### src/rtl/bsu_pkg.sv
// Package for the backslash escape decoder.
// Holds the scan states, character codes, result plan type and the hex and UTF-8 helpers.
// Has no dependencies of its own.
package bsu_pkg;

   localparam int unsigned PEND_DEPTH = 8;

   localparam logic [7:0]  CHAR_BACKSLASH = 8'h5C;
   localparam logic [7:0]  CHAR_U         = 8'h75;
   localparam logic [7:0]  CHAR_LBRACE    = 8'h7B;
   localparam logic [7:0]  CHAR_RBRACE    = 8'h7D;
   localparam logic [23:0] MAX_CODE       = 24'h10FFFF;

   typedef enum logic [3:0] {
      ST_PLAIN  = 4'd0,
      ST_ESC    = 4'd1,
      ST_U      = 4'd2,
      ST_U1     = 4'd3,
      ST_BRACE  = 4'd4,
      ST_U2     = 4'd5,
      ST_B1     = 4'd6,
      ST_U3     = 4'd7,
      ST_B2     = 4'd8,
      ST_B3     = 4'd9,
      ST_B4     = 4'd10,
      ST_B5     = 4'd11,
      ST_B6     = 4'd12
   } scan_state_type;

   typedef logic [PEND_DEPTH-1:0][7:0] pend_type;
   typedef logic [3:0][7:0]            tail_type;

   typedef struct packed {
      logic       ok;
      logic [3:0] val;
   } hex_type;

   typedef struct packed {
      logic [2:0] len;
      tail_type   bytes;
   } utf8_type;

   // Everything the emitter needs to replay one item's results.
   typedef struct packed {
      pend_type   pend;
      logic [3:0] flush_n;
      logic [2:0] tail_n;
      tail_type   tail;
      logic       at_end;
      logic       no_data;
   } plan_type;

   function automatic hex_type hex_decode(input logic [7:0] c);
      hex_type r;
      r.ok  = 1'b1;
      r.val = 4'd0;
      if (c >= 8'h30 && c <= 8'h39) begin
         r.val = 4'(c - 8'h30);
      end else if (c >= 8'h41 && c <= 8'h46) begin
         r.val = 4'(c - 8'h37);
      end else if (c >= 8'h61 && c <= 8'h66) begin
         r.val = 4'(c - 8'h57);
      end else begin
         r.ok = 1'b0;
      end
      return r;
   endfunction

   function automatic utf8_type utf8_encode(input logic [23:0] v);
      utf8_type r;
      r.bytes = '0;
      if (v < 24'h80) begin
         r.len      = 3'd1;
         r.bytes[0] = v[7:0];
      end else if (v < 24'h800) begin
         r.len      = 3'd2;
         r.bytes[0] = {3'b110, v[10:6]};
         r.bytes[1] = {2'b10, v[5:0]};
      end else if (v < 24'h10000) begin
         r.len      = 3'd3;
         r.bytes[0] = {4'b1110, v[15:12]};
         r.bytes[1] = {2'b10, v[11:6]};
         r.bytes[2] = {2'b10, v[5:0]};
      end else begin
         r.len      = 3'd4;
         r.bytes[0] = {5'b11110, v[20:18]};
         r.bytes[1] = {2'b10, v[17:12]};
         r.bytes[2] = {2'b10, v[11:6]};
         r.bytes[3] = {2'b10, v[5:0]};
      end
      return r;
   endfunction

endpackage

### src/rtl/backslash_unicode_unescape_core.sv
// Top level of the backslash escape decoder with Unicode escapes to UTF-8.
// Holds the input register and instantiates bsu_scan and bsu_emit; depends on bsu_pkg.
//
// Each accepted item passes through an input register into the scanner, which
// decides its results combinationally and hands them to the result sequencer.
// Plain bytes and items that only extend an escape go through at one item per
// cycle while the result port does not stall. An item that gives several result
// bytes (a UTF-8 sequence of up to four bytes, or a failed escape replayed with up
// to nine bytes) holds back the next item with results of its own until its last
// byte is sent, since the sequencer sends one byte a cycle on the result port.
// An item passes the input register, then the sequencer's plan register, before its first result byte.
module backslash_unicode_unescape_core (
   input  logic       clock,
   input  logic       reset,
   input  logic       req_valid,
   output logic       req_stall,
   input  logic       req_mode,
   input  logic [7:0] req_in_byte,
   output logic       rsp_valid,
   input  logic       rsp_stall,
   output logic [7:0] rsp_out_byte,
   output logic       rsp_byte_valid,
   output logic       rsp_run_last,
   output logic       rsp_string_end
);
   import bsu_pkg::*;

   logic       a_valid_ff, a_valid_in;
   logic       a_mode_ff;
   logic [7:0] a_byte_ff;
   logic       req_take;
   logic       go;
   logic       needs_emit;
   logic       emit_free;
   logic [3:0] pend_cnt;
   plan_type   plan;

   assign go        = a_valid_ff && (!needs_emit || emit_free);
   assign req_stall = a_valid_ff && !go;
   assign req_take  = req_valid && !req_stall;

   always_comb begin
      a_valid_in = a_valid_ff;
      if (req_take) begin
         a_valid_in = 1'b1;
      end else if (go) begin
         a_valid_in = 1'b0;
      end
   end

   always_ff @(posedge clock) begin
      if (reset) begin
         a_valid_ff <= 1'b0;
      end else begin
         a_valid_ff <= a_valid_in;
      end
   end

   always_ff @(posedge clock) begin
      if (req_take) begin
         a_mode_ff <= req_mode;
         a_byte_ff <= req_in_byte;
      end
   end

   bsu_scan u_scan (
      .clock      (clock),
      .reset      (reset),
      .go         (go),
      .item_mode  (a_mode_ff),
      .item_byte  (a_byte_ff),
      .plan       (plan),
      .needs_emit (needs_emit),
      .pend_cnt   (pend_cnt)
   );

   bsu_emit u_emit (
      .clock          (clock),
      .reset          (reset),
      .load           (go && needs_emit),
      .plan           (plan),
      .free           (emit_free),
      .rsp_valid      (rsp_valid),
      .rsp_stall      (rsp_stall),
      .rsp_out_byte   (rsp_out_byte),
      .rsp_byte_valid (rsp_byte_valid),
      .rsp_run_last   (rsp_run_last),
      .rsp_string_end (rsp_string_end)
   );

   a_end_is_last: assert property (@(posedge clock) disable iff (reset)
      (rsp_valid && rsp_string_end) |-> rsp_run_last)
      else $error("End of string flagged on a result that is not the last of its item.");

   a_empty_only_at_end: assert property (@(posedge clock) disable iff (reset)
      (rsp_valid && !rsp_byte_valid) |-> rsp_string_end)
      else $error("Empty result outside an end-of-string item.");

   a_pend_bound: assert property (@(posedge clock) disable iff (reset)
      pend_cnt <= 4'(PEND_DEPTH))
      else $error("Pending byte count beyond the buffer depth.");

   a_load_when_free: assert property (@(posedge clock) disable iff (reset)
      (go && needs_emit && rsp_valid) |-> (rsp_run_last && !rsp_stall))
      else $error("Sequencer loaded while its current item still has bytes to send.");

endmodule

### src/rtl/bsu_scan.sv
// Escape scanner: holds the scan state, code value and pending raw bytes.
// Turns one item into a state update and a plan of result bytes.
// Depends on bsu_pkg.
module bsu_scan (
   input  logic              clock,
   input  logic              reset,
   input  logic              go,
   input  logic              item_mode,
   input  logic [7:0]        item_byte,
   output bsu_pkg::plan_type plan,
   output logic              needs_emit,
   output logic [3:0]        pend_cnt
);
   import bsu_pkg::*;

   scan_state_type st_ff, st_in;
   logic [23:0]    code_ff, code_in;
   logic [3:0]     cnt_ff, cnt_in;
   pend_type       pend_ff, pend_in;
   hex_type        hx;
   logic [23:0]    shifted;
   logic [23:0]    enc_val;
   utf8_type       enc;
   scan_state_type hnext;

   function automatic scan_state_type hex_next(input scan_state_type s);
      scan_state_type r;
      case (s)
         ST_U:     r = ST_U1;
         ST_U1:    r = ST_U2;
         ST_BRACE: r = ST_B1;
         ST_U2:    r = ST_U3;
         ST_B1:    r = ST_B2;
         ST_B2:    r = ST_B3;
         ST_B3:    r = ST_B4;
         ST_B4:    r = ST_B5;
         ST_B5:    r = ST_B6;
         default:  r = ST_PLAIN;
      endcase
      return r;
   endfunction

   assign hx      = hex_decode(item_byte);
   assign shifted = {code_ff[19:0], hx.val};
   assign hnext   = hex_next(st_ff);
   assign enc_val = (st_ff == ST_U3 && hx.ok) ? shifted : code_ff;
   assign enc     = utf8_encode(enc_val);

   always_comb begin
      st_in        = st_ff;
      code_in      = code_ff;
      cnt_in       = cnt_ff;
      pend_in      = pend_ff;
      plan.pend    = pend_ff;
      plan.flush_n = 4'd0;
      plan.tail_n  = 3'd0;
      plan.tail    = '0;
      plan.at_end  = 1'b0;
      plan.no_data = 1'b0;
      if (item_mode) begin
         plan.flush_n = cnt_ff;
         plan.no_data = (cnt_ff == 4'd0);
         plan.at_end  = 1'b1;
         st_in        = ST_PLAIN;
         code_in      = '0;
         cnt_in       = 4'd0;
      end else begin
         unique case (st_ff)
            ST_PLAIN: begin
               if (item_byte == CHAR_BACKSLASH) begin
                  st_in  = ST_ESC;
                  cnt_in = 4'd0;
               end else begin
                  plan.tail_n  = 3'd1;
                  plan.tail[0] = item_byte;
               end
            end
            ST_ESC: begin
               if (item_byte == CHAR_U) begin
                  st_in      = ST_U;
                  code_in    = '0;
                  pend_in[0] = item_byte;
                  cnt_in     = 4'd1;
               end else begin
                  plan.tail_n  = 3'd1;
                  plan.tail[0] = item_byte;
                  st_in        = ST_PLAIN;
               end
            end
            default: begin
               if (item_byte == CHAR_BACKSLASH) begin
                  plan.flush_n = cnt_ff;
                  cnt_in       = 4'd0;
                  st_in        = ST_ESC;
               end else if (hx.ok && st_ff == ST_U3) begin
                  code_in     = shifted;
                  cnt_in      = 4'd0;
                  plan.tail_n = enc.len;
                  plan.tail   = enc.bytes;
                  st_in       = ST_PLAIN;
               end else if (hx.ok && hnext != ST_PLAIN) begin
                  code_in = shifted;
                  if (cnt_ff < 4'(PEND_DEPTH)) begin
                     pend_in[cnt_ff[2:0]] = item_byte;
                     cnt_in               = cnt_ff + 4'd1;
                  end
                  st_in = hnext;
               end else if (item_byte == CHAR_RBRACE && st_ff >= ST_B1 && st_ff <= ST_B6) begin
                  if (code_ff <= MAX_CODE) begin
                     plan.tail_n = enc.len;
                     plan.tail   = enc.bytes;
                  end else begin
                     plan.flush_n = cnt_ff;
                     plan.tail_n  = 3'd1;
                     plan.tail[0] = item_byte;
                  end
                  cnt_in = 4'd0;
                  st_in  = ST_PLAIN;
               end else if (item_byte == CHAR_LBRACE && st_ff == ST_U) begin
                  if (cnt_ff < 4'(PEND_DEPTH)) begin
                     pend_in[cnt_ff[2:0]] = item_byte;
                     cnt_in               = cnt_ff + 4'd1;
                  end
                  st_in = ST_BRACE;
               end else begin
                  plan.flush_n = cnt_ff;
                  plan.tail_n  = 3'd1;
                  plan.tail[0] = item_byte;
                  cnt_in       = 4'd0;
                  st_in        = ST_PLAIN;
               end
            end
         endcase
      end
   end

   assign needs_emit = plan.no_data || (plan.flush_n != 4'd0) || (plan.tail_n != 3'd0);
   assign pend_cnt   = cnt_ff;

   always_ff @(posedge clock) begin
      if (reset) begin
         st_ff   <= ST_PLAIN;
         code_ff <= '0;
         cnt_ff  <= 4'd0;
      end else if (go) begin
         st_ff   <= st_in;
         code_ff <= code_in;
         cnt_ff  <= cnt_in;
      end
   end

   always_ff @(posedge clock) begin
      if (go) begin
         pend_ff <= pend_in;
      end
   end

endmodule

### src/rtl/bsu_emit.sv
// Result sequencer: holds one item's plan and sends its bytes one per cycle unless stalled.
// Replayed pending bytes come first, then the decoded or breaking bytes.
// Depends on bsu_pkg.
module bsu_emit (
   input  logic              clock,
   input  logic              reset,
   input  logic              load,
   input  bsu_pkg::plan_type plan,
   output logic              free,
   output logic              rsp_valid,
   input  logic              rsp_stall,
   output logic [7:0]        rsp_out_byte,
   output logic              rsp_byte_valid,
   output logic              rsp_run_last,
   output logic              rsp_string_end
);
   import bsu_pkg::*;

   plan_type   plan_ff;
   logic       busy_ff, busy_in;
   logic [3:0] idx_ff, idx_in;
   logic [3:0] total_ff, total_in;
   logic       last;
   logic [3:0] tail_pos;

   assign total_in = plan.no_data ? 4'd1 : plan.flush_n + {1'b0, plan.tail_n};
   assign last     = (idx_ff == total_ff - 4'd1);
   assign free     = !busy_ff || (last && !rsp_stall);
   assign tail_pos = idx_ff - plan_ff.flush_n;

   always_comb begin
      busy_in = busy_ff;
      idx_in  = idx_ff;
      if (load) begin
         busy_in = 1'b1;
         idx_in  = 4'd0;
      end else if (busy_ff && !rsp_stall) begin
         if (last) begin
            busy_in = 1'b0;
         end else begin
            idx_in = idx_ff + 4'd1;
         end
      end
   end

   always_ff @(posedge clock) begin
      if (reset) begin
         busy_ff <= 1'b0;
         idx_ff  <= 4'd0;
      end else begin
         busy_ff <= busy_in;
         idx_ff  <= idx_in;
      end
   end

   always_ff @(posedge clock) begin
      if (load) begin
         plan_ff  <= plan;
         total_ff <= total_in;
      end
   end

   always_comb begin
      if (plan_ff.no_data) begin
         rsp_out_byte = 8'd0;
      end else if (idx_ff < plan_ff.flush_n) begin
         rsp_out_byte = plan_ff.pend[idx_ff[2:0]];
      end else begin
         rsp_out_byte = plan_ff.tail[tail_pos[1:0]];
      end
   end

   assign rsp_valid      = busy_ff;
   assign rsp_byte_valid = !plan_ff.no_data;
   assign rsp_run_last   = last;
   assign rsp_string_end = plan_ff.at_end && last;

endmodule

### config.mk
export PLATFORM = sky130hd
export DESIGN_NAME = backslash_unicode_unescape_core
export DESIGN_NICKNAME = d
export VERILOG_FILES = /design/src/rtl/bsu_pkg.sv /design/src/rtl/backslash_unicode_unescape_core.sv /design/src/rtl/bsu_scan.sv /design/src/rtl/bsu_emit.sv
export SDC_FILE = /design/constraint.sdc
export NUM_CORES = 1
export LEC_CHECK = 0
export ABC_CLOCK_PERIOD_IN_PS = 15130
export BUFFER_PORTS_ARGS = -buffer_cell sky130_fd_sc_hd__buf_2
export CAP_MARGIN = 20
export CORE_MARGIN = 1
export CORE_UTILIZATION = 60
export DETAILED_ROUTE_END_ITERATION = 16
export HOLD_SLACK_MARGIN = 0.05
export PLACE_DENSITY = 0.77
export SYNTH_ARGS = -nofsm -noshare
export SYNTH_HDL_FRONTEND = slang
export SYNTH_SLANG_ARGS = --single-unit
### constraint.sdc
create_clock -name clock -period 15.13 [get_ports clock]
set_input_delay 0 -clock clock [delete_from_list [all_inputs] [get_ports clock]]
set_output_delay 0 -clock clock [all_outputs]
set_load 0.1 [all_outputs]
==> metrics <==
pin count of the biggest net entering global routing 63; ys async rst share 0%; initial antenna violation count 0; r2r setup slk 9960 ps; RSZ-0062 raised after global routing no; Seq cells post-synth 218; Post-Syn Area 9960 um2; core area around 16000 um2; area delta synth->final 11.7%; Least-Margin Pin Slew 1150 ps; Vias between 6000 and 7000; routed wire length roughly 25000 um; Max-Cap Viols 0; filler instances 1071; status finished, final reports clean; design area 11100 um2; Worst setup SP type flip-flop; Arrival @ worst endpoint 5560 ps; Slew headroom between 20% and 30%; synthesized instance count approximately 800; CP max FO 62; Crit path max-delay family simple AND/OR/NAND/NOR gates; total power density per cell area 117 nW/um2; DRC Markers 0; Hold WC Path Type input pin to flip-flop; Max Slew Vio Count 0; CTS tree done; reg2reg path depth 11; # setup viols final 0; dominant synthesized flop cell edfxtp_1; Register Area 6130 um2; Leak between 3 and 4 nW; Synth top area share 53.1%; WL per Instance 23.4 um; clock sinks 218; worst vdd ir roughly 0.090 mV; # IOs 26; total negative slack 0 ps; nets 852; clock transition at the registers of the reported paths 70 ps; Post-Synthesis Net Count approximately 800; WHS Endpoint u_scan.st_ff[3]; Via density 6.45; # H-tree levels 1; total gr overflow 0; yosys warns 0; initial DRC count about 760; post-synthesis average cell area 12.5 um2; skew final 10.2 ps; PostCTS Resize Cnt 0; post-layout min period 5170 ps; layout cells sized above 1 13.1%; row cnt 46; Cell variety after synth 71; CP cell instances inv_1 -> ha_1 -> and4bb_2 -> nor3_1 -> and2_1 -> o311a_4 -> o41ai_1 -> nor2b_4 -> buf_4 -> or2_2 -> nor2_1; PortBufs 25; dominant cell type by area after synthesis edfxtp_1; area of the multi-input gates 3570 um2; die area 17100 um2; crit end category flip-flop; Clk Tree Root Cell clkbuf_16; hold path cells 2; top cells by count, synth edfxtp_1 (176), nor2_1 (78), nand2_1 (76); max incr delay on CP 860 ps; CP bufs+invs 2; clock buffer depth 3; first-pass GRT wire length 37100 um; Crit Path Category flip-flop to flip-flop; FMAX 0.193 GHz; Final Cycle Share 34.2%; cell count along the critical path 11; fin cells around 1100; worst r2r src a_byte_ff[1]; Final ANT Viol Nets 0; Global Route Usage Sum 29.8%; RePlAce Congestion 0.961; Post-synth EDFFs 176; final-report hold violation count 0; Die Wd 131 um; R2R Path End u_emit.idx_ff[0]; sequential-to-total area share from yosys stat 61.5%; TritonCTS Buffers 22; Worst Hold Launch reset; worst setup path start a_byte_ff[1]; Initial Util 62.0%; placed cells 1001; Req. time, crit path ~16000 ps; die height 131 um; dpl cell area 10200 um2; number of antenna diodes 0; Crit-path slowest cell and2_1; DPL Wire Length 16600 um; TritonRoute pass-1 iters 5; top-count cell post-synth edfxtp_1; vias in the first global route about 6600; dominant cells by area after synthesis edfxtp_1 (53%), dfxtp_1 (8.4%), mux4_2 (5.2%); Clock Latency Late Sink roughly 500 ps
## flip-flops by register name, indices dropped and copies added, names as in the netlist
name and flops:
u_emit.idx_ff 4, u_emit.rsp_valid 1, u_emit.total_ff 4, a_byte_ff 8, a_mode_ff 1, u_scan.plan 64, u_scan.code_ff 24, u_scan.pend_cnt 4
u_scan.hnext 4, a_valid_ff 1, u_scan.st_ff 4, u_emit.plan_ff 99
## routing by layer
metal  track usage [%]  wire length [um]  vias up
li1                  -                 -     3061
met1              40.4             10300     3356
met2              47.9             11600      336
met3              5.37              1850       53
met4              12.0               843        0
met5                 0                 0        -
## final cells by class
class | count | share of cell area [%]
sequential | 218 | 55.1
multi-input combinational | 513 | 32.1
clock buffer | 30 | 5.49
timing repair buffer | 46 | 2.97
tap | 216 | 2.43
clock inverter | 10 | 1.21
inverter | 22 | 0.742
## placed cells by master, fill, tap and decap left out, types with 10 or more instances in the layout
| cell type | Yosys | routed |
|---|---|---|
| a211oi_1 | 20 | 20 |
| a21oi_1 | 50 | 50 |
| and2_1 | 10 | 10 |
| buf_2 | 3 | 25 |
| clkbuf_16 | 0 | 22 |
| dfxtp_1 | 42 | 42 |
| dlygate4sd3_1 | 0 | 11 |
| edfxtp_1 | 176 | 176 |
| ha_1 | 14 | 14 |
| inv_1 | 22 | 22 |
| mux2i_1 | 24 | 24 |
| mux4_2 | 23 | 23 |
| nand2_1 | 76 | 76 |
| nand3_1 | 29 | 29 |
| nor2_1 | 78 | 78 |
| nor2b_1 | 14 | 13 |
| nor3_1 | 21 | 21 |
| o21ai_0 | 12 | 12 |
| xnor2_1 | 11 | 11 |
## worst reg2reg max path, stage by stage (launching register included)
cell and delay, ps:
edfxtp_1 670, inv_1 170, ha_1 260, and4bb_2 280
nor3_1 590, and2_1 860, o311a_4 300, o41ai_1 150
nor2b_4 670, buf_4 740, or2_2 300, nor2_1 70
## power by group
part | switching, mW | internal (mW)
Clock | 0.216 | 0.335
Sequential | 0.0119 | 0.660
Combinational | 0.0514 | 0.0259
Total | 0.280 | 1.02
## worst max-delay path by stage
stage | to
floorplan | u_emit.idx_ff[0]
global route | u_emit.idx_ff[0]
global placement | u_emit.idx_ff[1]
CTS | u_emit.idx_ff[0]
detailed placement | u_emit.idx_ff[0]
finish | u_emit.idx_ff[0]
## metrics by stage
step                      util [%]  power [mW]  hold WS [ps]  setup slack (ps)
after CTS                     69.0        1.30          91.9              9670
after detailed placement      63.7       0.757           180              9700
after floorplan                  -       0.737          98.9              7340
final                         69.3        1.30           102              9960
after global placement        63.7       0.754           181             10040
after global routing          69.3        1.33           126              9670
## logic make-up (layout without fill, tap and decap cells)
| family | after synthesis | in the layout | share of synthesized area, % |
|---|---|---|---|
| AND/OR/NAND/NOR | 289 | 289 | 14.5 |
| buffers and inverters | 64 | 108 | 2.79 |
| AO/OA/AOI/OAI | 146 | 146 | 10.0 |
| multiplexers | 48 | 48 | 7.75 |
| adder cells (fa/ha/maj) | 16 | 16 | 2.16 |
| flip-flops | 218 | 218 | 61.5 |
| XOR/XNOR | 14 | 14 | 1.23 |
## repair_timing
| action | 4_1_cts | 5_1_grt |
|---|---|---|
| setup buffers | 0 | 0 |
| hold buffers | 11 | 0 |
| endpoints found under the setup margin | 0 | 0 |
| endpoints found under the hold margin | 12 | 0 |
Note: power is estimated with default switching activity, not from simulation.
